File: src/hw/rtl/nsr_pkg.sv
// Shared types and constants for the Newton-Raphson square root core.
// Used by the controller, the datapath, the divider and the top level.
package nsr_pkg;

    // Operand and result formats
    localparam int NSR_WIDTH     = 32;
    localparam int NSR_FRAC_BITS = 16;
    localparam int NSR_N_BITS    = NSR_WIDTH + NSR_FRAC_BITS;
    localparam int NSR_ROOT_BITS = 24;
    localparam int NSR_CNT_BITS  = $clog2(NSR_N_BITS);

    // Controller states
    typedef enum logic [2:0] {
        ST_IDLE,
        ST_TEST,
        ST_DIV_WAIT,
        ST_CHECK,
        ST_OUTPUT
    } nsr_state_t;

    // Controller to datapath commands
    typedef struct packed {
        logic load;       // capture operand, x = N
        logic div_start;  // start N / x
        logic step;       // x = (x + N/x) / 2
        logic finish;     // latch x as the result
    } nsr_cmd_t;

    // Datapath to controller status
    typedef struct packed {
        logic n_zero;     // operand is zero
        logic div_done;   // quotient is ready
        logic converged;  // new estimate >= current estimate
    } nsr_status_t;

endpackage

File: src/hw/rtl/newton_square_root_core.sv
// Newton-Raphson square root of an unsigned Q16.16 operand, result in unsigned Q8.16.
// Each division runs in order: issue in the test state, the divider's shift-subtract
// steps, its registered done flag, then the stop test; a zero operand skips division.
// One item at a time: a new operand is taken only in the idle state, after the result
// has been passed to the output register.
// Async active-low rst_n clears control state. Uses nsr_pkg and the submodules.
module newton_square_root_core (
    input  logic                               clk,
    input  logic                               rst_n,
    input  logic                               value_valid,
    output logic                               value_ready,
    input  logic [nsr_pkg::NSR_WIDTH-1:0]      value,
    output logic                               root_valid,
    input  logic                               root_ready,
    output logic [nsr_pkg::NSR_ROOT_BITS-1:0]  root
);
    import nsr_pkg::*;

    nsr_cmd_t    cmd;
    nsr_status_t status;

    // Sequencing
    nsr_controller u_ctrl (
        .clk         (clk),
        .rst_n       (rst_n),
        .value_valid (value_valid),
        .value_ready (value_ready),
        .root_valid  (root_valid),
        .root_ready  (root_ready),
        .status      (status),
        .cmd         (cmd)
    );

    // Arithmetic
    nsr_datapath u_dp (
        .clk    (clk),
        .rst_n  (rst_n),
        .cmd    (cmd),
        .status (status),
        .value  (value),
        .root   (root)
    );

endmodule

File: src/hw/rtl/nsr_divider.sv
// Restoring radix-2 divider, one quotient bit per cycle.
// Depends on nsr_pkg for the operand width and counter width.
module nsr_divider (
    input  logic                            clk,
    input  logic                            rst_n,
    input  logic                            start,
    input  logic [nsr_pkg::NSR_N_BITS-1:0]  dividend,
    input  logic [nsr_pkg::NSR_N_BITS-1:0]  divisor,
    output logic [nsr_pkg::NSR_N_BITS-1:0]  quotient,
    output logic                            done
);
    import nsr_pkg::*;

    localparam logic [NSR_CNT_BITS-1:0] LAST_CNT = NSR_CNT_BITS'(NSR_N_BITS - 1);

    logic                    busy_reg, busy_next;
    logic                    done_reg, done_next;
    logic [NSR_CNT_BITS-1:0] cnt_reg, cnt_next;
    logic [NSR_N_BITS:0]     rem_reg, rem_next;
    logic [NSR_N_BITS-1:0]   quo_reg, quo_next;
    logic [NSR_N_BITS-1:0]   dsr_reg, dsr_next;

    logic [NSR_N_BITS:0]     rem_shift;
    logic [NSR_N_BITS:0]     diff;

    // One shift-subtract step
    always_comb
    begin
        rem_shift = {rem_reg[NSR_N_BITS-1:0], quo_reg[NSR_N_BITS-1]};
        diff      = rem_shift - {1'b0, dsr_reg};

        busy_next = busy_reg;
        done_next = 1'b0;
        cnt_next  = cnt_reg;
        rem_next  = rem_reg;
        quo_next  = quo_reg;
        dsr_next  = dsr_reg;

        if (start)
        begin
            busy_next = 1'b1;
            cnt_next  = '0;
            rem_next  = '0;
            quo_next  = dividend;
            dsr_next  = divisor;
        end
        else if (busy_reg)
        begin
            if (diff[NSR_N_BITS])
            begin
                rem_next = rem_shift;
                quo_next = {quo_reg[NSR_N_BITS-2:0], 1'b0};
            end
            else
            begin
                rem_next = diff;
                quo_next = {quo_reg[NSR_N_BITS-2:0], 1'b1};
            end
            cnt_next = cnt_reg + 1'b1;
            if (cnt_reg == LAST_CNT)
            begin
                busy_next = 1'b0;
                done_next = 1'b1;
            end
        end
    end

    // Control registers
    always_ff @(posedge clk or negedge rst_n)
    begin
        if (!rst_n)
        begin
            busy_reg <= 1'b0;
            done_reg <= 1'b0;
            cnt_reg  <= '0;
        end
        else
        begin
            busy_reg <= busy_next;
            done_reg <= done_next;
            cnt_reg  <= cnt_next;
        end
    end

    // Operand registers
    always_ff @(posedge clk)
    begin
        rem_reg <= rem_next;
        quo_reg <= quo_next;
        dsr_reg <= dsr_next;
    end

    assign quotient = quo_reg;
    assign done     = done_reg;

endmodule

File: src/hw/rtl/nsr_datapath.sv
// Datapath: operand N, estimate x, shared divider, update and stop test.
// Depends on nsr_pkg and nsr_divider.
module nsr_datapath (
    input  logic                               clk,
    input  logic                               rst_n,
    input  nsr_pkg::nsr_cmd_t                  cmd,
    output nsr_pkg::nsr_status_t               status,
    input  logic [nsr_pkg::NSR_WIDTH-1:0]      value,
    output logic [nsr_pkg::NSR_ROOT_BITS-1:0]  root
);
    import nsr_pkg::*;

    logic [NSR_N_BITS-1:0]    n_reg, n_next;
    logic [NSR_N_BITS-1:0]    x_reg, x_next;
    logic [NSR_ROOT_BITS-1:0] root_reg, root_next;

    logic [NSR_N_BITS-1:0]    quotient;
    logic                     div_done;
    logic [NSR_N_BITS:0]      sum;
    logic [NSR_N_BITS-1:0]    y;

    // Shared iterative divider computes N / x
    nsr_divider u_div (
        .clk      (clk),
        .rst_n    (rst_n),
        .start    (cmd.div_start),
        .dividend (n_reg),
        .divisor  (x_reg),
        .quotient (quotient),
        .done     (div_done)
    );

    // New estimate: halved sum of x and the quotient
    assign sum = {1'b0, x_reg} + {1'b0, quotient};
    assign y   = sum[NSR_N_BITS:1];

    always_comb
    begin
        n_next    = n_reg;
        x_next    = x_reg;
        root_next = root_reg;
        if (cmd.load)
        begin
            n_next = {value, {NSR_FRAC_BITS{1'b0}}};
            x_next = {value, {NSR_FRAC_BITS{1'b0}}};
        end
        else if (cmd.step)
        begin
            x_next = y;
        end
        if (cmd.finish)
        begin
            root_next = x_reg[NSR_ROOT_BITS-1:0];
        end
    end

    always_ff @(posedge clk)
    begin
        n_reg    <= n_next;
        x_reg    <= x_next;
        root_reg <= root_next;
    end

    assign status.n_zero    = (n_reg == '0);
    assign status.div_done  = div_done;
    assign status.converged = (y >= x_reg);
    assign root             = root_reg;

endmodule

File: src/hw/rtl/nsr_controller.sv
// Controller state machine: sequences load, divisions, updates and output.
// Depends on nsr_pkg for the state, command and status types.
module nsr_controller (
    input  logic                  clk,
    input  logic                  rst_n,
    input  logic                  value_valid,
    output logic                  value_ready,
    output logic                  root_valid,
    input  logic                  root_ready,
    input  nsr_pkg::nsr_status_t  status,
    output nsr_pkg::nsr_cmd_t     cmd
);
    import nsr_pkg::*;

    nsr_state_t state_reg, state_next;
    logic       out_valid_reg, out_valid_next;

    // Next state and commands
    always_comb
    begin
        state_next  = state_reg;
        cmd         = '0;
        value_ready = 1'b0;

        case (state_reg)
            ST_IDLE:
            begin
                value_ready = 1'b1;
                if (value_valid)
                begin
                    cmd.load   = 1'b1;
                    state_next = ST_TEST;
                end
            end
            ST_TEST:
            begin
                if (status.n_zero)
                begin
                    state_next = ST_OUTPUT;
                end
                else
                begin
                    cmd.div_start = 1'b1;
                    state_next    = ST_DIV_WAIT;
                end
            end
            ST_DIV_WAIT:
            begin
                if (status.div_done)
                begin
                    state_next = ST_CHECK;
                end
            end
            ST_CHECK:
            begin
                if (status.converged)
                begin
                    state_next = ST_OUTPUT;
                end
                else
                begin
                    cmd.step   = 1'b1;
                    state_next = ST_TEST;
                end
            end
            ST_OUTPUT:
            begin
                // wait for the output register to be free
                if (!out_valid_reg || root_ready)
                begin
                    cmd.finish = 1'b1;
                    state_next = ST_IDLE;
                end
            end
            default:
            begin
                state_next = ST_IDLE;
            end
        endcase

        out_valid_next = (out_valid_reg && !root_ready) || cmd.finish;
    end

    always_ff @(posedge clk or negedge rst_n)
    begin
        if (!rst_n)
        begin
            state_reg     <= ST_IDLE;
            out_valid_reg <= 1'b0;
        end
        else
        begin
            state_reg     <= state_next;
            out_valid_reg <= out_valid_next;
        end
    end

    assign root_valid = out_valid_reg;

endmodule
File: config.mk
export PLATFORM = sky130hd
export DESIGN_NAME = newton_square_root_core
export DESIGN_NICKNAME = d
export VERILOG_FILES = /design/src/hw/rtl/nsr_pkg.sv /design/src/hw/rtl/newton_square_root_core.sv /design/src/hw/rtl/nsr_divider.sv /design/src/hw/rtl/nsr_datapath.sv /design/src/hw/rtl/nsr_controller.sv
export SDC_FILE = /design/constraint.sdc
export NUM_CORES = 1
export LEC_CHECK = 0
export BUFFER_PORTS_ARGS = -buffer_cell sky130_fd_sc_hd__buf_2
export CAP_MARGIN = 20
export CORE_MARGIN = 4
export CORE_UTILIZATION = 45
export DETAILED_ROUTE_END_ITERATION = 10
export PLACE_DENSITY = 0.63
export RECOVER_POWER = 100
export SLEW_MARGIN = 20
export SYNTH_ARGS = -nofsm -noshare
export SYNTH_HDL_FRONTEND = slang
export SYNTH_HIERARCHICAL = 1
export SYNTH_SLANG_ARGS = --single-unit
File: constraint.sdc
create_clock -name clk -period 14.3 [get_ports clk]
set_input_delay 1.43 -clock clk [delete_from_list [all_inputs] [get_ports clk]]
set_output_delay 1.43 -clock clk [all_outputs]
set_load 0.05 [all_outputs]
# Word-level counts from Yosys, hierarchy flattened
# Index checks and enable logic that the tools add are counted.
[classes] add_sub_neg=3 n_lt_le_gt_ge=1 n_eq_ne=8 mux=29 n_reduce_logical=10
[op_table] cell="48-bit 2-to-1 mux" count=5
[op_table] cell="48-bit by 48-bit adder with 49-bit output" count=1
[op_table] cell="49-bit by 48-bit subtractor with 49-bit output" count=1
[op_table] cell="48-bit >= comparator" count=1
[op_table] cell="48-bit logical NOT" count=1
[op_table] cell="1-bit 2-to-1 mux" count=16
[op_table] cell="3-bit 2-to-1 mux" count=5
[op_table] cell="3-bit case mux with 5 select lines" count=1
[op_table] cell="6-bit 2-to-1 mux" count=2
[op_table] cell="6-bit by 1-bit adder with 6-bit output (second input constant)" count=1
[op_table] cell="3-bit by 2-bit equality test with 1-bit output (second input constant)" count=2
[op_table] cell="6-bit equality test (second input constant)" count=1
[op_table] cell="2-bit by 1-bit != test with 1-bit output (second input constant)" count=2
[op_table] cell="2-bit nonzero test" count=2
[op_table] cell="3-bit by 1-bit equality test with 1-bit output (second input constant)" count=1
[op_table] cell="3-bit equality test (second input constant)" count=1
[op_table] cell="3-bit logical NOT" count=1
[op_table] cell="3-bit AND reduction" count=1
[op_table] cell="1-bit logical NOT" count=2
[op_table] cell="1-bit logical OR" count=2
[op_table] cell="2-bit != test (second input constant)" count=1
[op_table] cell="1-bit logical AND" count=1
[word_totals] ff_bits=260 input_bits=36 output_inout_bits=26 elab_cells=64

# Longest topological paths before layout
# Gate-level depths: netlist (run 1).
[depth] depth_word=6 depth_mapped=26 ltp_nobuf=25

# By module
# The synthesis (run 1) kept the hierarchy.
[modules_own_cells] mod="nsr_divider" instances=1 cells_per_inst=895 area_per_inst_um2=9048.7 seq_area_each_um2=4043.9
[modules_own_cells] mod="nsr_datapath" instances=1 cells_per_inst=801 area_per_inst_um2=7816.2 seq_area_each_um2=2962.8
[modules_own_cells] mod="nsr_controller" instances=1 cells_per_inst=28 area_per_inst_um2=256.5 seq_area_each_um2=100.1

# Worst setup path after synthesis (run 1)
# Ideal clock, no wire load.
[synth_path] kind="flip-flop to flip-flop" startpoint="register u_ctrl.state_reg[1]" endpoint="register u_dp.u_div.rem_reg[47]" setup_ns=0.122 t_arrival_ns=7.162 required_time_ns=14.178 path_slack_ns=7.016 path_stages_with_launch=9 n_path_buf=3 period_less_slack_ns=7.284 path_cell_list="dfrtp_1 -> buf_6 -> nor4_1 -> clkbuf_1 -> nor2_1 -> clkbuf_1 -> inv_1 -> nor2_1 -> a311o_1"
[synth_rtl] item="start, declared" line="nsr_controller.sv:15" source="nsr_state_t state_reg, state_next;"
[synth_rtl] item="start signal, assigned" line="nsr_controller.sv:93" source="state_reg <= state_next;"
[synth_rtl] item="end signal, assigned" line="nsr_divider.sv:88" source="rem_reg <= rem_next;"
[synth_rtl] item="end, declared" line="nsr_divider.sv:19" source="logic [NSR_N_BITS:0] rem_reg, rem_next;"

# Worst setup path after layout (run 1)
[layout_path] startpoint="register u_dp.x_reg[17]" endpoint="register u_dp.x_reg[43] (data pin)"
[layout_via] elab_chain_len=3
[layout_rtl] item="start, declared" line="nsr_datapath.sv:14" source="logic [NSR_N_BITS-1:0] x_reg, x_next;"
[layout_rtl] item="start signal, assigned" line="nsr_datapath.sv:60" source="x_reg <= x_next;"
[layout_rtl] item="48-bit by 48-bit adder with 49-bit output" line="nsr_datapath.sv:34" source="assign sum = {1'b0, x_reg} + {1'b0, quotient};"
[layout_rtl] item="48-bit 2-to-1 mux" line="nsr_datapath.sv:47" source="else if (cmd.step)"
[layout_rtl] item="48-bit 2-to-1 mux" line="nsr_datapath.sv:42" source="if (cmd.load)"
[layout_rtl] item="named net u_dp.x_next[43]" line="nsr_datapath.sv:14"
# The timed path passes the listed nets, and every way through them passes these cells. The select of a mux whose other input is x is not followed.
# A chain may end at the register's enable or synchronous reset.

==> results of run 1 <==
==> cell families (layout without fill, tap and decap cells) <==
kind of cell	after synthesis	after routing	share of synthesized area
AO/OA/AOI/OAI	478	478	0.186
XOR/XNOR	83	83	0.0429
adder cells (fa/ha/maj)	146	146	0.108
buffers and inverters	206	256	0.0545
flip-flops	260	260	0.415
multiplexers	102	102	0.0631
other	1	16	0.000219
AND/OR/NAND/NOR	448	448	0.130
==> worst paths after layout <==
kind / start / to / slack [ns] / cells past startpoint
worst min register to register: u_dp/x_reg[29] / u_dp/u_div/dsr_reg[29] / 0.49 / 0
worst max register to register: u_dp/x_reg[17] / u_dp/x_reg[43] / 6.55 / 24
min in group asynchronous: rst_n / u_dp/u_div/cnt_reg[1] / 0.92 / 1
max in group asynchronous: rst_n / u_dp/u_div/busy_reg / 12.85 / 1
worst min-delay path: u_dp/x_reg[29] / u_dp/u_div/dsr_reg[29] / 0.49 / 0
worst max-delay path: u_dp/x_reg[17] / u_dp/x_reg[43] / 6.55 / 24
==> stage by stage <==
stage | hold slack [ns] | cell area (um2) | setup slack (ns)
2_1_floorplan | 0.445 | 17200 | 7.02
3_3_place_gp | 0.458 | 17800 | 7.92
3_5_place_dp | 0.465 | 17800 | 7.91
4_1_cts | 0.476 | 18800 | 7.89
5_1_grt | 0.505 | 18600 | 5.91
6_report | 0.487 | 18600 | 6.55
==> layout by cell type (no fill, tap or decap), types with 36 or more instances in the layout <==
cell      synthesis  routed
nand2_1         120     121
nor2_1          124     124
inv_1           130     129
a21oi_1         142     142
ha_1            144     144
xnor2_1          61      61
mux2i_1          54      54
a211oi_1         36      36
o21ai_0          79      86
a21o_1           54      54
edfxtp_1        184     184
dfxtp_1          64      64
clkbuf_1         40      74
mux2_2           48      46
==> area by class of cell <==
class / instances / area [um2] / area share
inverter: 131 / 492 / 0.0264
sequential: 260 / 7110 / 0.382
clock buffer: 34 / 744 / 0.0400
clock inverter: 17 / 215 / 0.0116
tap: 511 / 639 / 0.0343
timing repair buffer: 74 / 289 / 0.0155
multi-input combinational: 1273 / 9130 / 0.490
==> layer usage <==
| layer | GRT usage | wire (um) | up-vias |
|---|---|---|---|
| met3 | 0.0238 | 2270 | 55 |
| met5 | 0 | 0 | - |
| met1 | 0.321 | 21800 | 6282 |
| li1 | - | - | 6455 |
| met4 | 0.0530 | 1020 | 0 |
| met2 | 0.333 | 19800 | 346 |
==> critical path, delay by kind of cell, from the launching register on <==
family                     cells  cell delay [ns]
AOI/OAI and AO/OA             12             3.11
xor gates and xnor gates       1             0.23
adders and majority gates      2             0.74
buffers and inverters          2             1.15
DFF                            1             0.45
and+or+nand+nor                7             1.88
==> summary.md, run 1 <==
| Metric | Value |
|---|---|
| Post-synth EDFFs | `approximately 180` |
| Critical-path cell list | `ha_1 -> nand4_1 -> nor4_1 -> nand3_1 -> o21ai_0 -> nor2_1 -> o21ai_0 -> a31oi_1 -> xnor2_1 -> ha_1 -> a21o_1 -> a21o_1 -> a21oi_1 -> nor2b_1 -> o21ai_0 -> a21oi_1 -> a2111oi_0 -> o211ai_1 -> nor4bb_4 -> inv_1 -> nor2_1 -> clkbuf_1 -> a21oi_1 -> a31oi_1` |
| Grt ovf | `0` |
| CTS Buf Count | `29` |
| Failing checks | `max-capacitance violations, max-slew violations` |
| TritonRoute pass-1 iters | `5` |
| Slowest CP cell | `clkbuf_1` |
| CTS Hold Bufs | `0` |
| Final Cycle Share | `0.542` |
| Dominant cell by count in the synthesized netlist | `edfxtp_1` |
| Number of top-level pins | `62` |
| Core ar. | `37600 um2` |
| DIE AREA | `41200 um2` |
| Startpoint types | `flop` |
| Commonest cells post-synth | `edfxtp_1 (184), ha_1 (144), a21oi_1 (142)` |
| CTS sink cnt | `260` |
| Syn Area/Cell | `9.93 um2` |
| Fin. Hold Viols | `0` |
| Buffers on Ports | `61` |
| Min-delay worst type | `flop to flop` |
| FMAX | `129 MHz` |
| Synth warn | `6` |
| Post-synth cell types | `96` |
| Share of layout cells above drive strength 1 | `0.0693` |
| Crit-path max cell delay | `1.00 ns` |
| Fraction of registers with async set/reset | `0.0462` |
| Vias in the first global route | `around 13000` |
| Total track usage | `0.214` |
| Worst skew pair latency | `0.57 ns` |
| Antenna Nets Post-Route | `0` |
| Placer Congestion | `0.962` |
| Post-Syn Area | `17100 um2` |
| Antenna Cells | `0` |
| Fin cells | `2300` |
| Max-cap viol count | `6` |
| Die X | `203 um` |
| FP Rows | `71` |
| Tmin final | `7.75 ns` |
| Setup TNS | `0 ns` |
| Placed cells | `approximately 2200` |
| Seq/Total Area, Yosys | `0.415` |
| Gate Count Post-Synth | `1724` |
| 1st-iter DRT viols | `between 900 and 1000` |
| Fin util | `0.495` |
| Area leader, netlist | `edfxtp_1` |
| Unrepaired setup endpoints after global routing | `false` |
| Final setup vio count | `0` |
| Setup Buffers After CTS | `0` |
| Largest net degree at the start of global routing | `81` |
| Vias | `about 13000` |
| Post-Route Skew | `0.0190 ns` |
| Worst-path clk slew | `0.06 ns` |
| Slew headroom | `-1.82` |
| Initial antenna violation count | `0` |
| Root Driver | `clkbuf_16` |
| Routed WL | `44900 um` |
| Deepest clock path buffer count | `3` |
| Fillcell total | `around 3500` |
| First-pass GRT wire length | `71000 um` |
| Least-Margin Pin Slew | `4.23 ns` |
| DR DRC count | `0` |
| Final Net Count | `1951` |
| Post-CTS Resized | `0` |
| Wire per inst | `19.5 um` |
| Dpl hpwl | `between 30000 and 40000 um` |
| CP Data Required Time | `14.69 ns` |
| Synth Flop Type | `edfxtp_1` |
| Max H-tree Level | `1` |
| Outcome | `complete, but fails checks` |
| CTS tree | `done` |
| Critical Path AT | `8.14 ns` |
| Share of the synthesized area in the top cell type | `0.323` |
| Largest cells by area after synthesis | `edfxtp_1 (32%), ha_1 (11%), dfxtp_1 (7.5%), a21oi_1 (4.2%), mux2i_1 (3.2%)` |
| Die height | `203 um` |
| Vias/cell | `5.71` |
| CP endpoint kind | `flop` |
| Critical path peak fanout | `21` |
| P&R area growth vs syn | `8.72%` |
| FF+latch count, synth | `260` |
| Initial core utilization | `0.456` |
| Final Max Tran Viols | `324` |
| Crit Path Class | `flop to flop` |
Power of run 1 is not shown: default switching activity piles up to over one toggle a cycle in this logic, so the estimate is an artifact.
==> run 2: changes to the inputs <==
clock period = 7.3 ns   (was 14.3 ns; I/O delays follow)
==> summary.md, run 2 (synthesized netlist as in run 1, its figures left out) <==
| Metric | Value |
|---|---|
| Outcome | `complete, but fails checks (unchanged)` |
| Failing checks | `max-capacitance violations, max-slew violations (unchanged)` |
| Crit-path max cell delay | `0.61 ns (was 1.00 ns)` |
| Unrepaired setup endpoints after global routing | `false (unchanged)` |
| Crit Path Class | `flop to flop (unchanged)` |
| Fin. Hold Viols | `0 (unchanged)` |
| Area of the multi-input gates | `9130 um2 (about the same)` |
| FP Rows | `71 (unchanged)` |
| Post-CTS Resized | `0 (unchanged)` |
| CTS tree | `done (unchanged)` |
| Critical Path AT | `6.70 ns (was 8.14 ns)` |
| CP Data Required Time | `7.65 ns (was 14.69 ns)` |
| Die X | `203 um (unchanged)` |
| CP endpoint kind | `flop (unchanged)` |
| Critical-path cell list | `ha_1 -> nand3_1 -> nor4_1 -> nand3_1 -> o21ai_2 -> nor2_1 -> o21ai_0 -> a31oi_1 -> xnor2_1 -> ha_1 -> a21o_1 -> a21o_1 -> a21oi_1 -> nor2b_1 -> o21ai_0 -> a21oi_1 -> a2111oi_0 -> o211ai_1 -> nor4bb_4 -> clkbuf_2 -> mux2i_1 -> nor2_1 (was ha_1 -> nand4_1 -> nor4_1 -> nand3_1 -> o21ai_0 -> nor2_1 -> o21ai_0 -> a31oi_1 -> xnor2_1 -> ha_1 -> a21o_1 -> a21o_1 -> a21oi_1 -> nor2b_1 -> o21ai_0 -> a21oi_1 -> a2111oi_0 -> o211ai_1 -> nor4bb_4 -> inv_1 -> nor2_1 -> clkbuf_1 -> a21oi_1 -> a31oi_1)` |
| Worst skew pair latency | `0.57 ns (about the same)` |
| Initial antenna violation count | `0 (unchanged)` |
| Post-Route Skew | `0.0170 ns (was 0.0190 ns)` |
| DIE AREA | `41200 um2 (unchanged)` |
| Tmin final | `6.35 ns (was 7.75 ns)` |
| Vias | `13300 (was 13100)` |
| Commonest non-fill, non-tap cell in the layout | `edfxtp_1 (unchanged)` |
| FMAX | `157 MHz (was 129 MHz)` |
| Dpl hpwl | `33500 um (was 33900 um)` |
| Core ar. | `37600 um2 (unchanged)` |
| 1st-iter DRT viols | `1025 (was 973)` |
| Final Cycle Share | `0.870 (was 0.542)` |
| DR DRC count | `0 (unchanged)` |
| Final Max Tran Viols | `259 (was 324)` |
| Largest net degree at the start of global routing | `136 (was 81)` |
| Slowest CP cell | `clkbuf_2 (was clkbuf_1)` |
| Fin cells | `2302 (was 2300)` |
| Placed cells | `2248 (was 2249)` |
| Post-route cell area | `18600 um2 (about the same)` |
| Worst Path Buf+Inv | `1 (was 2)` |
| Fin util | `0.496 (was 0.495)` |
| Cell family with most CP delay | `compound AO/OA/AOI/OAI gates (unchanged)` |
| First-pass GRT wire length | `70500 um (was 71000 um)` |
| Final setup vio count | `0 (unchanged)` |
| Routed WL | `44600 um (was 44900 um)` |
| Vias/cell | `5.76 (was 5.71)` |
| CTS Hold Bufs | `0 (unchanged)` |
| Fillcell total | `3508 (was 3470)` |
| CTS Buf Count | `29 (unchanged)` |
| Die height | `203 um (unchanged)` |
| Worst-path clk slew | `0.06 ns (about the same)` |
| Max-cap viol count | `4 (was 6)` |
| Max H-tree Level | `1 (unchanged)` |
| CTS sink cnt | `260 (unchanged)` |
| Startpoint types | `flop (unchanged)` |
| Placer Congestion | `0.938 (was 0.962)` |
| Wire per inst | `19.4 um (was 19.5 um)` |
| Number of top-level pins | `62 (unchanged)` |
| Total track usage | `0.211 (was 0.214)` |
| Final Net Count | `1950 (was 1951)` |
| Share of layout cells above drive strength 1 | `0.0759 (was 0.0693)` |
| Critical path peak fanout | `19 (was 21)` |
| FF/Latch Area | `7110 um2 (unchanged)` |
| Buffers on Ports | `61 (unchanged)` |
| Least-Margin Pin Slew | `3.44 ns (was 4.23 ns)` |
| DP Area | `17800 um2 (about the same)` |
| Slew headroom | `-1.30 (was -1.82)` |
| Root Driver | `clkbuf_16 (unchanged)` |
| TritonRoute pass-1 iters | `5 (unchanged)` |
| Setup Buffers After CTS | `0 (unchanged)` |
| Setup TNS | `0 ns (unchanged)` |
| Most frequent cells in the layout | `edfxtp_1 (184), ha_1 (144), a21oi_1 (142), inv_1 (130), nor2_1 (123) (was edfxtp_1 (184), ha_1 (144), a21oi_1 (142), inv_1 (129), nor2_1 (124))` |
| Min-delay worst type | `primary input to asynchronous set/reset pin (was flop to flop)` |
| Antenna Nets Post-Route | `0 (unchanged)` |
| P&R area growth vs syn | `8.88% (was 8.72%)` |
| Grt ovf | `0 (unchanged)` |
| Vias in the first global route | `12800 (was 12700)` |
| Initial core utilization | `0.456 (unchanged)` |
| Deepest clock path buffer count | `3 (unchanged)` |
| Antenna Cells | `0 (unchanged)` |
==> run 2: path summary, 6_finish.rpt <==
path / startpoint / cells past startpoint / slack (ns) / endpoint
setup / recovery: u_dp/x_reg[21] / 22 / 0.95 / u_dp/x_reg[6]
hold / removal: rst_n / 1 / 0.22 / u_ctrl/root_valid
setup reg to reg: u_dp/x_reg[21] / 22 / 0.95 / u_dp/x_reg[6]
hold reg to reg: u_dp/u_div/rem_reg[2] / 2 / 0.48 / u_dp/u_div/rem_reg[2]
max in group asynchronous: rst_n / 1 / 6.53 / u_dp/u_div/busy_reg
min in group clk: value[25] / 1 / 0.38 / u_dp/n_reg[41]
==> run 2: layout make-up <==
type / instances / area share
tap: 511 / 0.0343
multi-input combinational: 1273 / 0.490
inverter: 131 / 0.0264
timing repair buffer: 73 / 0.0163
clock inverter: 15 / 0.00993
sequential: 260 / 0.381
clock buffer: 39 / 0.0420
==> run 2: per-layer routing <==
metal	track usage	up-vias	part of all wire
li1	-	6483	-
met1	0.311	6352	0.48
met2	0.336	363	0.45
met3	0.0220	64	0.051
met4	0.0535	0	0.022
met5	0	-	0
==> run 2: metrics by stage <==
stage                     hold WS, ns  worst slack, ns
after floorplan                 0.434           0.0156
after global placement          0.459             1.30
after detailed placement        0.465             1.22
after CTS                      0.0340             1.23
after global routing            0.262            0.472
final                           0.224            0.946
Power of run 2 is left out for the same reason.
